### src/sv/wrss_pkg.sv
`timescale 1ns / 1ps
// ----------------------------------------------------------------------------
// wrss_pkg
// Shared types, constants and lookup functions for the weighted radio slot
// scheduler: phase and radio codes, the profile weight table, config layout.
// ----------------------------------------------------------------------------
package wrss_pkg;

    // Slot and profile geometry
    localparam int NUM_SLOTS    = 4;
    localparam int SLOT_W       = $clog2(NUM_SLOTS);
    localparam int NUM_PROFILES = 8;
    localparam int PROF_W       = 3;
    localparam int WEIGHT_W     = 7;
    localparam int MSPW_W       = 7;
    localparam int MS_W         = 14;
    localparam int CFG_IDX_W    = 3;
    localparam int CFG_DATA_W   = 14;

    // Slots that belong to the Wi-Fi, BLE and 802.15.4 radios
    localparam logic [SLOT_W-1:0] SLOT_WIFI = SLOT_W'(0);
    localparam logic [SLOT_W-1:0] SLOT_BLE  = SLOT_W'(1);
    localparam logic [SLOT_W-1:0] SLOT_154  = SLOT_W'(2);

    // Scheduler phase codes
    localparam logic [1:0] PH_IDLE  = 2'd0;
    localparam logic [1:0] PH_AWAIT = 2'd1;
    localparam logic [1:0] PH_DWELL = 2'd2;
    localparam logic [1:0] PH_PAUSE = 2'd3;

    // Radio target codes
    localparam logic [1:0] TGT_IDLE = 2'd0;
    localparam logic [1:0] TGT_WIFI = 2'd1;
    localparam logic [1:0] TGT_BLE  = 2'd2;
    localparam logic [1:0] TGT_154  = 2'd3;

    // Config register indexes
    localparam logic [CFG_IDX_W-1:0] CFG_PROFILE   = 3'd0;
    localparam logic [CFG_IDX_W-1:0] CFG_HAS_154   = 3'd1;
    localparam logic [CFG_IDX_W-1:0] CFG_MS_PER_W  = 3'd2;
    localparam logic [CFG_IDX_W-1:0] CFG_MIN_DWELL = 3'd3;
    localparam logic [CFG_IDX_W-1:0] CFG_FAIL_PAUSE = 3'd4;

    // Config reset values
    localparam logic [PROF_W-1:0] RST_PROFILE    = '0;
    localparam logic              RST_HAS_154    = 1'b1;
    localparam logic [MSPW_W-1:0] RST_MS_PER_W   = 7'd100;
    localparam logic [MS_W-1:0]   RST_MIN_DWELL  = 14'd500;
    localparam logic [MS_W-1:0]   RST_FAIL_PAUSE = 14'd200;

    typedef logic [WEIGHT_W-1:0] t_weight;

    // Profile weight table, one row per profile, one column per slot
    localparam t_weight WEIGHT_TABLE [NUM_PROFILES][NUM_SLOTS] = '{
        '{7'd30, 7'd30, 7'd30, 7'd10},
        '{7'd70, 7'd20, 7'd0,  7'd10},
        '{7'd20, 7'd70, 7'd0,  7'd10},
        '{7'd20, 7'd10, 7'd70, 7'd0 },
        '{7'd30, 7'd20, 7'd0,  7'd50},
        '{7'd20, 7'd70, 7'd0,  7'd10},
        '{7'd10, 7'd5,  7'd80, 7'd5 },
        '{7'd10, 7'd10, 7'd75, 7'd5 }
    };

    typedef struct packed {
        logic [PROF_W-1:0] profile;
        logic              has_154_radio;
        logic [MSPW_W-1:0] ms_per_weight;
        logic [MS_W-1:0]   min_dwell_ms;
        logic [MS_W-1:0]   fail_pause_ms;
    } t_cfg;

    typedef struct packed {
        logic tick;
        logic start_request;
        logic stop_request;
        logic switch_done;
        logic switch_ok;
    } t_item;

    typedef struct packed {
        logic              survey_active;
        logic [SLOT_W-1:0] current_slot;
        logic              radio_request_valid;
        logic [1:0]        radio_target;
        logic              start_refused;
        logic [1:0]        phase;
    } t_result;

    // Profile index lies within the table
    function automatic logic profile_ok(input logic [PROF_W-1:0] prof);
        profile_ok = (int'(prof) < NUM_PROFILES);
    endfunction

    // Weight of a slot under a profile; zero for a profile beyond the table
    function automatic t_weight weight_of(input logic [PROF_W-1:0] prof,
                                          input logic [SLOT_W-1:0] slot);
        if (profile_ok(prof)) begin
            weight_of = WEIGHT_TABLE[prof][slot];
        end else begin
            weight_of = '0;
        end
    endfunction

    // Radio that serves a slot
    function automatic logic [1:0] target_of(input logic [SLOT_W-1:0] slot);
        if (slot == SLOT_BLE) begin
            target_of = TGT_BLE;
        end else if (slot == SLOT_154) begin
            target_of = TGT_154;
        end else begin
            target_of = TGT_WIFI;
        end
    endfunction

endpackage

### src/sv/wrss_slot_pick.sv
`timescale 1ns / 1ps
// ----------------------------------------------------------------------------
// wrss_slot_pick
// Finds the first eligible slot at or after a start slot, wrapping around.
// A slot is eligible when its weight is nonzero and its radio is present.
// ----------------------------------------------------------------------------
module wrss_slot_pick (
    input  wrss_pkg::t_cfg                  i_cfg,
    input  logic [wrss_pkg::SLOT_W-1:0]     i_first,
    output logic                            o_found,
    output logic [wrss_pkg::SLOT_W-1:0]     o_slot
);

    logic [wrss_pkg::NUM_SLOTS-1:0] w_elig;

    // Per-slot eligibility
    always_comb begin
        for (int s = 0; s < wrss_pkg::NUM_SLOTS; s++) begin
            w_elig[s] = (wrss_pkg::weight_of(i_cfg.profile, wrss_pkg::SLOT_W'(s)) != '0)
                        && !((wrss_pkg::SLOT_W'(s) == wrss_pkg::SLOT_154)
                             && !i_cfg.has_154_radio);
        end
    end

    // Rotating search, nearest to the start slot wins
    always_comb begin
        logic [wrss_pkg::SLOT_W-1:0] v_s;
        o_found = 1'b0;
        o_slot  = i_first;
        for (int k = wrss_pkg::NUM_SLOTS - 1; k >= 0; k--) begin
            v_s = i_first + wrss_pkg::SLOT_W'(k);
            if (w_elig[v_s]) begin
                o_found = 1'b1;
                o_slot  = v_s;
            end
        end
    end

endmodule

### src/sv/wrss_core.sv
`timescale 1ns / 1ps
// ----------------------------------------------------------------------------
// wrss_core
// Scheduler state (phase, slot, remaining time, survey lock) and the
// single-pass next-state logic for one transaction.
// ----------------------------------------------------------------------------
module wrss_core (
    input  logic                i_clk,
    input  logic                i_rst_n,
    input  logic                i_fire,
    input  wrss_pkg::t_cfg      i_cfg,
    input  wrss_pkg::t_item     i_item,
    output wrss_pkg::t_result   o_result
);

    logic [1:0]                      r_phase, n_phase;
    logic [wrss_pkg::SLOT_W-1:0]     r_slot, n_slot;
    logic [wrss_pkg::MS_W-1:0]       r_rem, n_rem;
    logic                            r_lock, n_lock;

    logic [wrss_pkg::SLOT_W-1:0]     w_first;
    logic                            w_found;
    logic [wrss_pkg::SLOT_W-1:0]     w_pick;
    logic [wrss_pkg::WEIGHT_W-1:0]   w_weight;
    logic [wrss_pkg::MS_W-1:0]       w_prod;
    logic [wrss_pkg::MS_W-1:0]       w_dwell;
    logic [wrss_pkg::MS_W-1:0]       w_rem_dec;

    // Search starts at slot zero from idle, else after the current slot
    assign w_first = (r_phase == wrss_pkg::PH_IDLE) ? '0
                                                    : r_slot + wrss_pkg::SLOT_W'(1);

    wrss_slot_pick u_pick (
        .i_cfg   (i_cfg),
        .i_first (w_first),
        .o_found (w_found),
        .o_slot  (w_pick)
    );

    // Dwell of the current slot, floored for nonzero weight
    assign w_weight = wrss_pkg::weight_of(i_cfg.profile, r_slot);
    assign w_prod   = wrss_pkg::MS_W'(w_weight) * wrss_pkg::MS_W'(i_cfg.ms_per_weight);
    assign w_dwell  = ((w_weight != '0) && (w_prod < i_cfg.min_dwell_ms))
                      ? i_cfg.min_dwell_ms : w_prod;

    // Tick countdown
    assign w_rem_dec = (i_item.tick && (r_rem != '0))
                       ? r_rem - wrss_pkg::MS_W'(1) : r_rem;

    // Next state and result
    always_comb begin
        n_phase  = r_phase;
        n_slot   = r_slot;
        n_rem    = r_rem;
        n_lock   = r_lock;
        o_result = '0;

        if (i_item.stop_request) begin
            if (r_phase != wrss_pkg::PH_IDLE) begin
                n_phase = wrss_pkg::PH_IDLE;
                n_rem   = '0;
                n_lock  = 1'b0;
                o_result.radio_request_valid = 1'b1;
                o_result.radio_target        = wrss_pkg::TGT_IDLE;
            end
        end else if (r_phase == wrss_pkg::PH_IDLE) begin
            if (i_item.start_request && wrss_pkg::profile_ok(i_cfg.profile)) begin
                n_lock = 1'b1;
                n_slot = '0;
                n_rem  = '0;
                if (w_found) begin
                    n_slot  = w_pick;
                    n_phase = wrss_pkg::PH_AWAIT;
                    o_result.radio_request_valid = 1'b1;
                    o_result.radio_target        = wrss_pkg::target_of(w_pick);
                end else begin
                    n_phase = wrss_pkg::PH_DWELL;
                end
            end
        end else begin
            o_result.start_refused = i_item.start_request;
            if (r_phase == wrss_pkg::PH_AWAIT) begin
                if (i_item.switch_done) begin
                    if (i_item.switch_ok) begin
                        n_phase = wrss_pkg::PH_DWELL;
                        n_rem   = w_dwell;
                    end else begin
                        n_phase = wrss_pkg::PH_PAUSE;
                        n_rem   = i_cfg.fail_pause_ms;
                    end
                end
            end else begin
                n_rem = w_rem_dec;
                if (w_rem_dec == '0) begin
                    if (w_found) begin
                        n_slot  = w_pick;
                        n_phase = wrss_pkg::PH_AWAIT;
                        o_result.radio_request_valid = 1'b1;
                        o_result.radio_target        = wrss_pkg::target_of(w_pick);
                    end else begin
                        n_phase = wrss_pkg::PH_DWELL;
                        n_rem   = '0;
                    end
                end
            end
        end

        o_result.survey_active = n_lock;
        o_result.current_slot  = n_slot;
        o_result.phase         = n_phase;
    end

    // State registers
    always_ff @(posedge i_clk) begin
        if (!i_rst_n) begin
            r_phase <= wrss_pkg::PH_IDLE;
            r_slot  <= '0;
            r_rem   <= '0;
            r_lock  <= 1'b0;
        end else if (i_fire) begin
            r_phase <= n_phase;
            r_slot  <= n_slot;
            r_rem   <= n_rem;
            r_lock  <= n_lock;
        end
    end

endmodule

### src/sv/weighted_radio_slot_scheduler.sv
`timescale 1ns / 1ps
// Path: a transaction accepted into the input register is written, with the state
// update, into the result register when the output side is free.
// Throughput: one transaction per cycle while the output side is not stalled; the
// input register feeds the state update and result register directly, and the
// result register is emptied whenever the output side is not stalled.
// Reset: synchronous, active low; phase idle, slot 0, lock clear, config to
// defaults (profile 0, 802.15.4 present, 100 ms/weight, 500 ms min, 200 ms pause).
// ----------------------------------------------------------------------------
// weighted_radio_slot_scheduler
// Top level: config registers, input register, scheduler core and result
// register with valid/stall handshakes on both sides.
// ----------------------------------------------------------------------------
module weighted_radio_slot_scheduler (
    input  logic                                i_clk,
    input  logic                                i_rst_n,

    // Config write port
    input  logic                                i_cfg_we,
    input  logic [wrss_pkg::CFG_IDX_W-1:0]      i_cfg_index,
    input  logic [wrss_pkg::CFG_DATA_W-1:0]     i_cfg_data,

    // Input channel
    input  logic                                i_in_valid,
    output logic                                o_in_stall,
    input  logic                                i_tick,
    input  logic                                i_start_request,
    input  logic                                i_stop_request,
    input  logic                                i_switch_done,
    input  logic                                i_switch_ok,

    // Output channel
    output logic                                o_out_valid,
    input  logic                                i_out_stall,
    output logic                                o_survey_active,
    output logic [wrss_pkg::SLOT_W-1:0]         o_current_slot,
    output logic                                o_radio_request_valid,
    output logic [1:0]                          o_radio_target,
    output logic                                o_start_refused,
    output logic [1:0]                          o_phase
);

    wrss_pkg::t_cfg     r_cfg;
    logic               r_in_valid;
    wrss_pkg::t_item    r_item;
    logic               r_out_valid;
    wrss_pkg::t_result  r_res;
    wrss_pkg::t_result  w_res;
    logic               w_out_free;
    logic               w_fire;
    logic               w_in_take;

    // Config registers
    always_ff @(posedge i_clk) begin
        if (!i_rst_n) begin
            r_cfg.profile       <= wrss_pkg::RST_PROFILE;
            r_cfg.has_154_radio <= wrss_pkg::RST_HAS_154;
            r_cfg.ms_per_weight <= wrss_pkg::RST_MS_PER_W;
            r_cfg.min_dwell_ms  <= wrss_pkg::RST_MIN_DWELL;
            r_cfg.fail_pause_ms <= wrss_pkg::RST_FAIL_PAUSE;
        end else if (i_cfg_we) begin
            unique case (i_cfg_index)
                wrss_pkg::CFG_PROFILE:
                    r_cfg.profile <= i_cfg_data[wrss_pkg::PROF_W-1:0];
                wrss_pkg::CFG_HAS_154:
                    r_cfg.has_154_radio <= i_cfg_data[0];
                wrss_pkg::CFG_MS_PER_W:
                    r_cfg.ms_per_weight <= i_cfg_data[wrss_pkg::MSPW_W-1:0];
                wrss_pkg::CFG_MIN_DWELL:
                    r_cfg.min_dwell_ms <= i_cfg_data[wrss_pkg::MS_W-1:0];
                wrss_pkg::CFG_FAIL_PAUSE:
                    r_cfg.fail_pause_ms <= i_cfg_data[wrss_pkg::MS_W-1:0];
                default: begin
                end
            endcase
        end
    end

    // Handshake control
    assign w_out_free = !r_out_valid || !i_out_stall;
    assign w_fire     = r_in_valid && w_out_free;
    assign o_in_stall = r_in_valid && !w_out_free;
    assign w_in_take  = i_in_valid && !o_in_stall;

    // Input register
    always_ff @(posedge i_clk) begin
        if (!i_rst_n) begin
            r_in_valid <= 1'b0;
        end else if (w_in_take) begin
            r_in_valid <= 1'b1;
        end else if (w_fire) begin
            r_in_valid <= 1'b0;
        end
    end

    always_ff @(posedge i_clk) begin
        if (w_in_take) begin
            r_item.tick          <= i_tick;
            r_item.start_request <= i_start_request;
            r_item.stop_request  <= i_stop_request;
            r_item.switch_done   <= i_switch_done;
            r_item.switch_ok     <= i_switch_ok;
        end
    end

    wrss_core u_core (
        .i_clk    (i_clk),
        .i_rst_n  (i_rst_n),
        .i_fire   (w_fire),
        .i_cfg    (r_cfg),
        .i_item   (r_item),
        .o_result (w_res)
    );

    // Result register
    always_ff @(posedge i_clk) begin
        if (!i_rst_n) begin
            r_out_valid <= 1'b0;
        end else if (w_fire) begin
            r_out_valid <= 1'b1;
        end else if (!i_out_stall) begin
            r_out_valid <= 1'b0;
        end
    end

    always_ff @(posedge i_clk) begin
        if (w_fire) begin
            r_res <= w_res;
        end
    end

    assign o_out_valid           = r_out_valid;
    assign o_survey_active       = r_res.survey_active;
    assign o_current_slot        = r_res.current_slot;
    assign o_radio_request_valid = r_res.radio_request_valid;
    assign o_radio_target        = r_res.radio_target;
    assign o_start_refused       = r_res.start_refused;
    assign o_phase               = r_res.phase;

endmodule
### config.mk
export PLATFORM = sky130hd
export DESIGN_NAME = weighted_radio_slot_scheduler
export DESIGN_NICKNAME = d
export VERILOG_FILES = /design/src/sv/wrss_pkg.sv /design/src/sv/wrss_slot_pick.sv /design/src/sv/wrss_core.sv /design/src/sv/weighted_radio_slot_scheduler.sv
export SDC_FILE = /design/constraint.sdc
export NUM_CORES = 1
export LEC_CHECK = 0
export ABC_AREA = 1
export BUFFER_PORTS_ARGS = -buffer_cell sky130_fd_sc_hd__buf_2
export CAP_MARGIN = 15
export CELL_PAD_IN_SITES_DETAIL_PLACEMENT = 1
export CELL_PAD_IN_SITES_GLOBAL_PLACEMENT = 2
export CORE_ASPECT_RATIO = 0.6
export CORE_MARGIN = 2
export CORE_UTILIZATION = 32
export CTS_CLUSTER_DIAMETER = 80
export DETAILED_ROUTE_END_ITERATION = 6
export GPL_ROUTABILITY_DRIVEN = 0
export GPL_TIMING_DRIVEN = 0
export PLACE_DENSITY = 0.82
export RECOVER_POWER = 25
export SLEW_MARGIN = 25
export SYNTH_ARGS = -nofsm -noshare
export SYNTH_HDL_FRONTEND = slang
export SYNTH_SLANG_ARGS = --single-unit
### constraint.sdc
create_clock -name i_clk -period 5.55 [get_ports i_clk]
set_clock_uncertainty 0.1 [all_clocks]
set_input_delay 0.2775 -clock i_clk [delete_from_list [all_inputs] [get_ports i_clk]]
set_output_delay 0.2775 -clock i_clk [all_outputs]
set_load 0.005 [all_outputs]
==> key figures <==
Pwr
  • Power density over the cells: 359 nW/µm²
  • Cell leakage power: 3.84 nW
  • Peak supply drop: 0.229 mV

Floorplanning
  • # rows: 40
  • Initial core utilization: 32.5%
  • Chip height: 114 µm
  • Die X: 188 µm
  • Core Area: 19900 µm²
  • Ports: 38
  • Die area: 21400 µm²

Worst setup path
  • Worst Path Required: 5.67 ns
  • Critical Path Sink: u_core.r_rem[4]
  • Worst R2R Start: r_cfg[37]
  • Buf+Inv Stages, Crit Path: 6
  • Cell family with the largest share of critical-path delay: adder cells
  • Max incr delay on CP: 0.51 ns
  • Crit path depth: 33
  • CP arrival: 6.34 ns
  • Worst Setup SP: r_cfg[37]
  • Worst Setup Start Kind: flop
  • R2R depth: 33
  • Crit Path Class: flop to flop
  • Reg-to-reg endpoint: u_core.r_rem[4]
  • Worst reg-to-reg setup slack: -0.67 ns
  • CP Capture Type: flop
  • CP max-delay cell: fa_1
  • Crit-path max FO: 8

Yosys
  • Synth Area per Inst: 6.78 µm²
  • Async S/R FF share, synth: 0%
  • Most used DFF post-synth: dfxtp_1
  • Number of flops mapped to enable cells by yosys: 14
  • Count of cell types in the netlist: 46
  • Cells after synthesis: 954
  • Post-Syn Nets: 1058
  • Cell taking the most area after synthesis: dfxtp_1
  • Synth warn: 0
  • Sequential fraction of the synthesis area: 25.1%
  • Post-synth top area share: 18.6%
  • Ranking of synthesized cells by area: dfxtp_1 19%, nand2_1 15%, ha_1 10%
  • Mapped Area: 6470 µm²
  • Synthesized flop and latch total: 74

Outcome
  • Failing checks: negative setup slack
  • Status: finished with violations

GRT
  • GRT Util Overall: 20.8%
  • Largest net degree at the start of global routing: 16
  • First-pass GRT wire length: 34600 µm
  • Initial antenna violation count: 0
  • Remaining Overflow, GRT: 0
  • Vias in the first global route: 6386

Placement
  • DP Cell Count: 1263
  • Detailed placement HPWL: 17300 µm
  • IO Port Bufs: 36
  • Dpl cell area: 7130 µm²
  • DP Worst Slack: -0.976 ns

Route
  • Post-route DRC violation count: 0
  • DR vias/cell: 4.92
  • DR vias: 6466
  • Initial DRC Count: 294
  • Drt first pass iters: 7
  • WL/cell: 16.6 µm
  • Routed wire length: 21800 µm
  • Detail Route Antenna Nets: 0

Finish
  • Layout Cells excl Fill: 1315
  • # nets final: 1141
  • Antenna cells: 0
  • Post-layout util: 39.9%
  • Multi-input gate area: 4530 µm²
  • Most common cell after layout, fill and taps aside: nand2_1
  • Most frequent cells in the layout: 227 x nand2_1, 124 x inv_1, 90 x nor2_1
  • Fin area: 7940 µm²
  • Area growth, synth to finish: 22.8%
  • Layout cells sized above 1: 20.7%
  • Fillers: 2586
  • Register Area: 1630 µm²

Hold path
  • Hold crit path type: input pin to flop
  • Worst Hold Launch: i_start_request

Clock tree
  • CTS H-Tree Depth: 3
  • Root Driver: clkbuf_16
  • CTS max path bufs: 2
  • Clk_lat worst skew: 0.35 ns
  • CTS tree: done
  • Clk slew on worst S/H paths: 0.06 ns
  • CTS Sinks: 74
  • Num CTS Buffers: 9

Timing
  • RSZ-0062 raised after global routing: true
  • Fin Setup TNS: -9.15 ns
  • Worst slew pin tran: 1.15 ns
  • Hold Vio Cnt, Final: 0
  • Setup violations, final: 14
  • Fin crit share: 112%
  • Crit path time final: 6.22 ns
  • Headroom to the max-slew limit: 22.7%
  • Achievable Freq: 0.161 GHz
  • Fin. max-slew vios: 0
  • Final WS setup: -0.673 ns

Run
  • Number of max-cap violations: 0
[layer usage]
| metal | share of wire (%) | vias up | global-route usage, % |
|---|---|---|---|
| met5 | 0 | - | 0 |
| met3 | 4.4 | 16 | 3.80 |
| li1 | - | 3227 | - |
| met4 | 0.77 | 0 | 3.25 |
| met2 | 38 | 117 | 29.3 |
| met1 | 56 | 3106 | 32.7 |
[how the worst min path moves through the flow]
| stage | slack [ns] | to | depth (start not counted) |
|---|---|---|---|
| after floorplan | 0.28 | r_item[0] | 0 |
| after global placement | 0.35 | r_cfg[9] | 2 |
| after detailed placement | 0.35 | r_cfg[13] | 2 |
| after CTS | 0.000004 | r_item[3] | 1 |
| after global routing | 0.003 | r_item[0] | 1 |
| final | 0.01 | r_item[3] | 1 |
[worst register-to-register path, delay by kind of cell, from the launching register on]
kind                     cells  cell delay (ns)
XOR/XNOR                     1             0.24
buffers and inverters        6             0.43
AND/OR/NAND/NOR             13             1.30
adder cells (fa/ha/maj)      7             2.82
flip-flops                   1             0.42
AO/OA/AOI/OAI                6             0.80
[cell type report]
type | count | share of cell area [%]
multi-input combinational | 719 | 57.0
sequential | 74 | 20.5
inverter | 136 | 6.58
timing repair buffer | 72 | 5.92
tap | 273 | 4.30
clock buffer | 9 | 2.84
buffer | 25 | 2.14
clock inverter | 7 | 0.740
[power breakdown]
group / total [mW] / internal [mW] / switching, mW
logic: 1.69 / 0.731 / 0.961
clock network: 0.575 / 0.311 / 0.264
registers: 0.586 / 0.570 / 0.0161
[sequential cells by signal, summed over array words and instances, names as in the netlist]
signal / count
r_cfg: 39
u_core.r_rem: 14
r_item: 5
o_current_slot: 2
o_phase: 2
o_radio_target: 2
u_core.r_phase: 2
u_core.r_slot: 2
o_out_valid: 1
o_radio_request_valid: 1
o_start_refused: 1
o_survey_active: 1
r_in_valid: 1
u_core.r_lock: 1
[cell families (layout without fill, tap and decap cells)]
group / Yosys count / after routing / synth area share [%]
and+or+nand+nor: 473 / 473 / 31.6
buffers and inverters: 161 / 249 / 10.3
AOI/OAI and AO/OA: 156 / 156 / 13.5
adders and majority gates: 77 / 77 / 17.7
DFF: 74 / 74 / 25.1
xor gates and xnor gates: 13 / 13 / 1.76
[Yosys cell counts (all sizes together), types with 2 or more instances]
cell type,n
nand2,267
inv,134
nor2,111
a21oi,79
nand3,73
dfxtp,60
o21ai,57
ha,53
fa,24
clkbuf,14
edfxtp,14
buf,11
o211ai,9
or2,8
xor2,8
nand4,7
nor3,6
xnor2,5
a31oi,2
clkinv,2
o21a,2
[through the flow]
| step | power (mW) | hold WS, ns |
|---|---|---|
| 6_report | 2.85 | 0.0104 |
| 4_1_cts | 2.68 | 0.00000408 |
| 3_5_place_dp | 1.83 | 0.352 |
| 3_3_place_gp | 1.81 | 0.345 |
| 2_1_floorplan | 1.52 | 0.276 |
| 5_1_grt | 3.06 | 0.00278 |
[timing repair]
action | in CTS | in global routing
hold endpoints to repair | 2 | 1
hold buffers | 2 | 1
setup endpoints to repair | 14 | 14
cloned | 1 | 1
setup buffers | 27 | 4
gates resized for setup | 48 | 27
pin swaps | 31 | 17
No activity file was read; power rests on OpenSTA's default activity.
